[src/rtl/cct_pkg.sv]
// shared types and constants for the circle collision test block
// no dependencies
package cct_pkg;

    localparam logic ACT_CIRCLE  = 1'b0;
    localparam logic ACT_SEGMENT = 1'b1;

    localparam int SQRT_STEPS = 32;
    localparam int DIV_STEPS  = 15;
    localparam int NUM_W      = 46;
    localparam int CCT_LATENCY = 3 + SQRT_STEPS + 1 + DIV_STEPS + 1;

    localparam logic [DIV_STEPS-1:0] NORM_ONE = DIV_STEPS'(16384);

    typedef struct packed {
        logic               action;
        logic signed [23:0] centre_a_x;
        logic signed [23:0] centre_a_y;
        logic [22:0]        radius_a;
        logic signed [23:0] origin_b_x;
        logic signed [23:0] origin_b_y;
        logic [22:0]        radius_b;
        logic signed [23:0] seg_start_x;
        logic signed [23:0] seg_start_y;
        logic signed [23:0] seg_end_x;
        logic signed [23:0] seg_end_y;
    } cct_in_t;

    typedef struct packed {
        logic               hit;
        logic [23:0]        depth;
        logic signed [15:0] normal_x;
        logic signed [15:0] normal_y;
    } cct_out_t;

endpackage

[src/rtl/cct_div.sv]
// pipelined restoring divider, one quotient bit per stage
// quotient must fit DIV_STEPS bits; depends on cct_pkg
module cct_div (
    input  logic                           clk,
    input  logic [cct_pkg::NUM_W-1:0]      num,
    input  logic [cct_pkg::SQRT_STEPS-1:0] den,
    output logic [cct_pkg::DIV_STEPS-1:0]  quo
);
    import cct_pkg::*;

    localparam int QW = DIV_STEPS;
    localparam int DN = SQRT_STEPS;

    logic [DN-1:0] rem_reg  [DIV_STEPS];
    logic [DN-1:0] rem_next [DIV_STEPS];
    logic [QW-1:0] low_reg  [DIV_STEPS];
    logic [QW-1:0] low_next [DIV_STEPS];
    logic [QW-1:0] quo_reg  [DIV_STEPS];
    logic [QW-1:0] quo_next [DIV_STEPS];
    logic [DN-1:0] den_reg  [DIV_STEPS];

    always_comb
    begin
        logic [DN-1:0] pr_rem;
        logic [QW-1:0] pr_low;
        logic [QW-1:0] pr_quo;
        logic [DN-1:0] pr_den;
        logic [DN:0]   acc;
        logic [DN:0]   dif;
        for (int k = 0; k < DIV_STEPS; k++)
        begin
            if (k == 0)
            begin
                pr_rem = DN'(num[NUM_W-1:QW]);
                pr_low = num[QW-1:0];
                pr_quo = '0;
                pr_den = den;
            end
            else
            begin
                pr_rem = rem_reg[k-1];
                pr_low = low_reg[k-1];
                pr_quo = quo_reg[k-1];
                pr_den = den_reg[k-1];
            end
            acc = {pr_rem, pr_low[QW-1]};
            dif = acc - {1'b0, pr_den};
            if (acc >= {1'b0, pr_den})
            begin
                rem_next[k] = dif[DN-1:0];
                quo_next[k] = {pr_quo[QW-2:0], 1'b1};
            end
            else
            begin
                rem_next[k] = acc[DN-1:0];
                quo_next[k] = {pr_quo[QW-2:0], 1'b0};
            end
            low_next[k] = {pr_low[QW-2:0], 1'b0};
        end
    end

    always_ff @(posedge clk)
    begin
        for (int k = 0; k < DIV_STEPS; k++)
        begin
            rem_reg[k] <= rem_next[k];
            low_reg[k] <= low_next[k];
            quo_reg[k] <= quo_next[k];
        end
        den_reg[0] <= den;
        for (int k = 1; k < DIV_STEPS; k++)
        begin
            den_reg[k] <= den_reg[k-1];
        end
    end

    assign quo = quo_reg[DIV_STEPS-1];

endmodule

[config.mk]
export PLATFORM = sky130hd
export DESIGN_NAME = cct_div
export DESIGN_NICKNAME = d
export VERILOG_FILES = /design/src/rtl/cct_pkg.sv /design/src/rtl/cct_div.sv
export SDC_FILE = /design/constraint.sdc
export NUM_CORES = 2
export LEC_CHECK = 0
export ABC_AREA = 1
export BUFFER_PORTS_ARGS = -buffer_cell sky130_fd_sc_hd__clkbuf_2
export CAP_MARGIN = 10
export CORE_ASPECT_RATIO = 1.1
export CORE_MARGIN = 10
export CORE_UTILIZATION = 40
export DETAILED_ROUTE_END_ITERATION = 8
export PLACE_DENSITY_LB_ADDON = 0.08
export SLEW_MARGIN = 20
export SYNTH_ARGS = -nofsm -noshare
export SYNTH_HDL_FRONTEND = slang
export SYNTH_SLANG_ARGS = --single-unit
[constraint.sdc]
create_clock -name clk -period 2 [get_ports clk]
set_input_delay 0.4 -clock clk [delete_from_list [all_inputs] [get_ports clk]]
set_output_delay 0.4 -clock clk [all_outputs]
set_load 0.005 [all_outputs]
==> impl_metrics.toml <==
[sta]
finalHoldViolations = 0
tightest_slew_ns = 0.476
finalCritPeriodShare_pct = 107
relSlewSlack_pct = 68.0
tns_ns = -11.41
setup_ws_ns = -0.133
drv_slew = 0
setup-violations-final = 257
rsz0062_at_grt = "yes"
max_freq_mhz = 469
holdWs_ns = 0.112
fin_crit_ns = 2.13
fin_skew_ns = 0.0455

[place]
dp_hpwl_um = 221000
pre_cts_slack_ns = -0.620
portBuffers = 93
dpl_cell_area_um2 = 86000
dp.cells = 14767
gp_congestion = 0.952

[power_and_ir_drop]
p_per_area_nw_per_um2 = 1700
vdd_drop_max_mv = 1.09
power.leakage_nw = 57.2

[synth]
yosys_warnings = 0
syn_avg_cell_area_um2 = 6.43
synth_top_area_cell = "dfxtp_1"
synth_top_cell_area_share_pct = 33.5
synthCells = 10426
ys_seq_elements = 1121
synthArstFlopShare_pct = 0
synth-seq-area-share_pct = 33.5
ys_types = 40
synth_commonest_cells = "nand2_1 (4012), inv_1 (2176), dfxtp_1 (1121), nand3_1 (772), nor2_1 (560)"
synth_edf_count = 0
synth-main-ff-cell = "dfxtp_1"
synth_most_common_cell = "nand2_1"
synth.area.top_cells = "dfxtp_1 (33%), nand2_1 (22%), inv_1 (12%)"
synth_fp_nets = 10999
netlist_area_um2 = 67000

[grt]
antenna_found_initial = 12
grt_pass1_wl_um = 405000
grt_pass1_vias = 70776
gr-usage-all-layers_pct = 28.2
grt.overflow.total = 0
grt_max_degree = 31

[critical_path]
cp.arrival_ns = 2.75
endpoint_kind = "register"
crit-reg2reg-launch = "rem_reg[1][37]"
r2r-end = "rem_reg[1][78]"
cp.required_ns = 2.62
cp_common_cell = "nand2_1"
critPathLaunchType = "register"
reg2reg_slack_ns = -0.13
crit_type = "register to register"
slowest_stage = "dfxtp_1"
slowest_delay_ns = 0.45
critPathMaxFanout = 8
cp_cell_sequence = "ha_4, nand2_1, nand2_1, nand2_1, nand2_1, inv_1, nand2_4, nand2_4, nand2_4, nand2_4, buf_12, nand2_8, buf_4, nand2_1, nand2_1"
worstRegToRegCells = 15

[cells_and_area]
instances_no_fill = 15403
fin_nets = 13637
area_growth_pct = 58.2
drive_above_1_share_pct = 40.5
final_area_um2 = 106000

[clock_tree]
numCtsBuffers = 121
htreeDepth = 3
clk_pin_slew_worst_paths_ns = 0.06
clkLatencyLatePin_ns = 0.77
max-clock-path-buffers = 3
clock-sinks = 1121
cts-root-buf = "clkbuf_16"
cts_tree = "done"

[worst_hold_path]
hold-path-endpoint = "rem_reg[0][1]"
whs_path_depth = 4
min_path_type = "primary input to register"
min_from = "num[15]"

[drt]
drtIter0Drc = 4251
viasPerCell = 4.70
drt-pass1-iter-count = 6
drc = 0
wl_per_cell_um = 18.1
num_vias = 72344
totalWireLength_um = 279000
ant_nets = 0

[die]
start_util_pct = 40.2
core-area_um2 = 167000
die_w_um = 410
die-area_um2 = 184000
die-height_um = 449
core.rowCount = 157
io_pins = 94

[flow_run]
maxCapViolCount = 0

[status]
outcome = "finished, violations left"
violations = "negative setup slack"
[routing by layer]
layer	track usage, %	vias to the layer above	wire length [um]
met1	32.8	33214	113000
met3	2.30	654	10300
met5	0	-	24
li1	-	36737	-
met2	50.4	1735	137000
met4	16.3	4	19300
[worst max-delay path by stage]
stage	from	endpoint	slack, ns	cells after the start
after floorplan	num[14]	rem_reg[0][31]	0.01	16
after global placement	den_reg[1][120]	rem_reg[1][21]	-0.61	14
after detailed placement	den_reg[1][120]	rem_reg[1][23]	-0.62	14
after CTS	den_reg[2][117]	rem_reg[1][143]	-0.11	15
after global routing	rem_reg[1][37]	rem_reg[1][73]	-0.20	15
final	rem_reg[1][37]	rem_reg[1][78]	-0.13	15
[power by group]
group	switching [mW]	total (mW)	internal, mW
clock network	10.2	24.5	14.2
logic	62.5	118	55.3
registers	8.08	37.7	29.7
[logic make-up after synthesis]
group | after synthesis | share of synthesized area (%)
simple gates | 5945 | 38.0
compound gates | 348 | 2.69
flops | 1121 | 33.5
xor+xnor | 197 | 2.57
buf+inv | 2321 | 13.8
fa+ha+maj | 494 | 9.38
[layout make-up]
class	count	area (um^2)
Multi-Input combinational cell	7001	45700
Clock buffer	156	3420
Sequential cell	1121	23400
Antenna cell	6	15.0
Timing Repair Buffer	2626	21500
Fill cell	15336	60500
Clock inverter	74	966
Tap cell	2226	2790
Inverter	2193	8260
[cell usage in the layout (no fill, tap or decap), drive strengths merged]
| master | n |
|---|---|
| and3 | 1 |
| o21a | 1 |
| dfxtp | 1121 |
| nand3 | 880 |
| bufinv | 15 |
| and2 | 64 |
| nor3 | 118 |
| a21o | 4 |
| ha | 480 |
| diode | 6 |
| nand3b | 102 |
| nor2 | 620 |
| dlygate4sd3 | 77 |
| a21oi | 289 |
| inv | 2214 |
| clkinv | 30 |
| o21ai | 34 |
| nor3b | 1 |
| xor2 | 178 |
| nand2 | 4118 |
| or2 | 10 |
| nand4 | 45 |
| fa | 14 |
| nor4 | 3 |
| clkinvlp | 8 |
| buf | 2434 |
| bufbuf | 2 |
| o21bai | 20 |
| xnor2 | 19 |
| clkbuf | 269 |
[worst max-delay path: cells and delay by family (launching register included)]
kind | cells | cell delay (ns)
flops | 1 | 0.45
fa+ha+maj | 1 | 0.26
buf+inv | 3 | 0.41
simple gates | 11 | 0.86
[per-stage QoR]
stage / total power [mW] / util (%)
2_1_floorplan: 82.6 / -
3_3_place_gp: 128 / 51.6
3_5_place_dp: 129 / 51.6
4_1_cts: 165 / 58.9
5_1_grt: 192 / 63.7
6_report: 180 / 63.7
[what timing repair did]
| item | CTS | global route |
|---|---|---|
| hold buffers | 77 | 0 |
| gates resized for setup | 1201 | 1667 |
| endpoints found under the hold margin | 77 | 0 |
| setup buffers | 111 | 179 |
| setup endpoints to repair | 429 | 461 |
| pin swaps | 160 | 478 |
| gates cloned | 20 | 31 |
No activity file was read; power rests on OpenSTA's default activity.
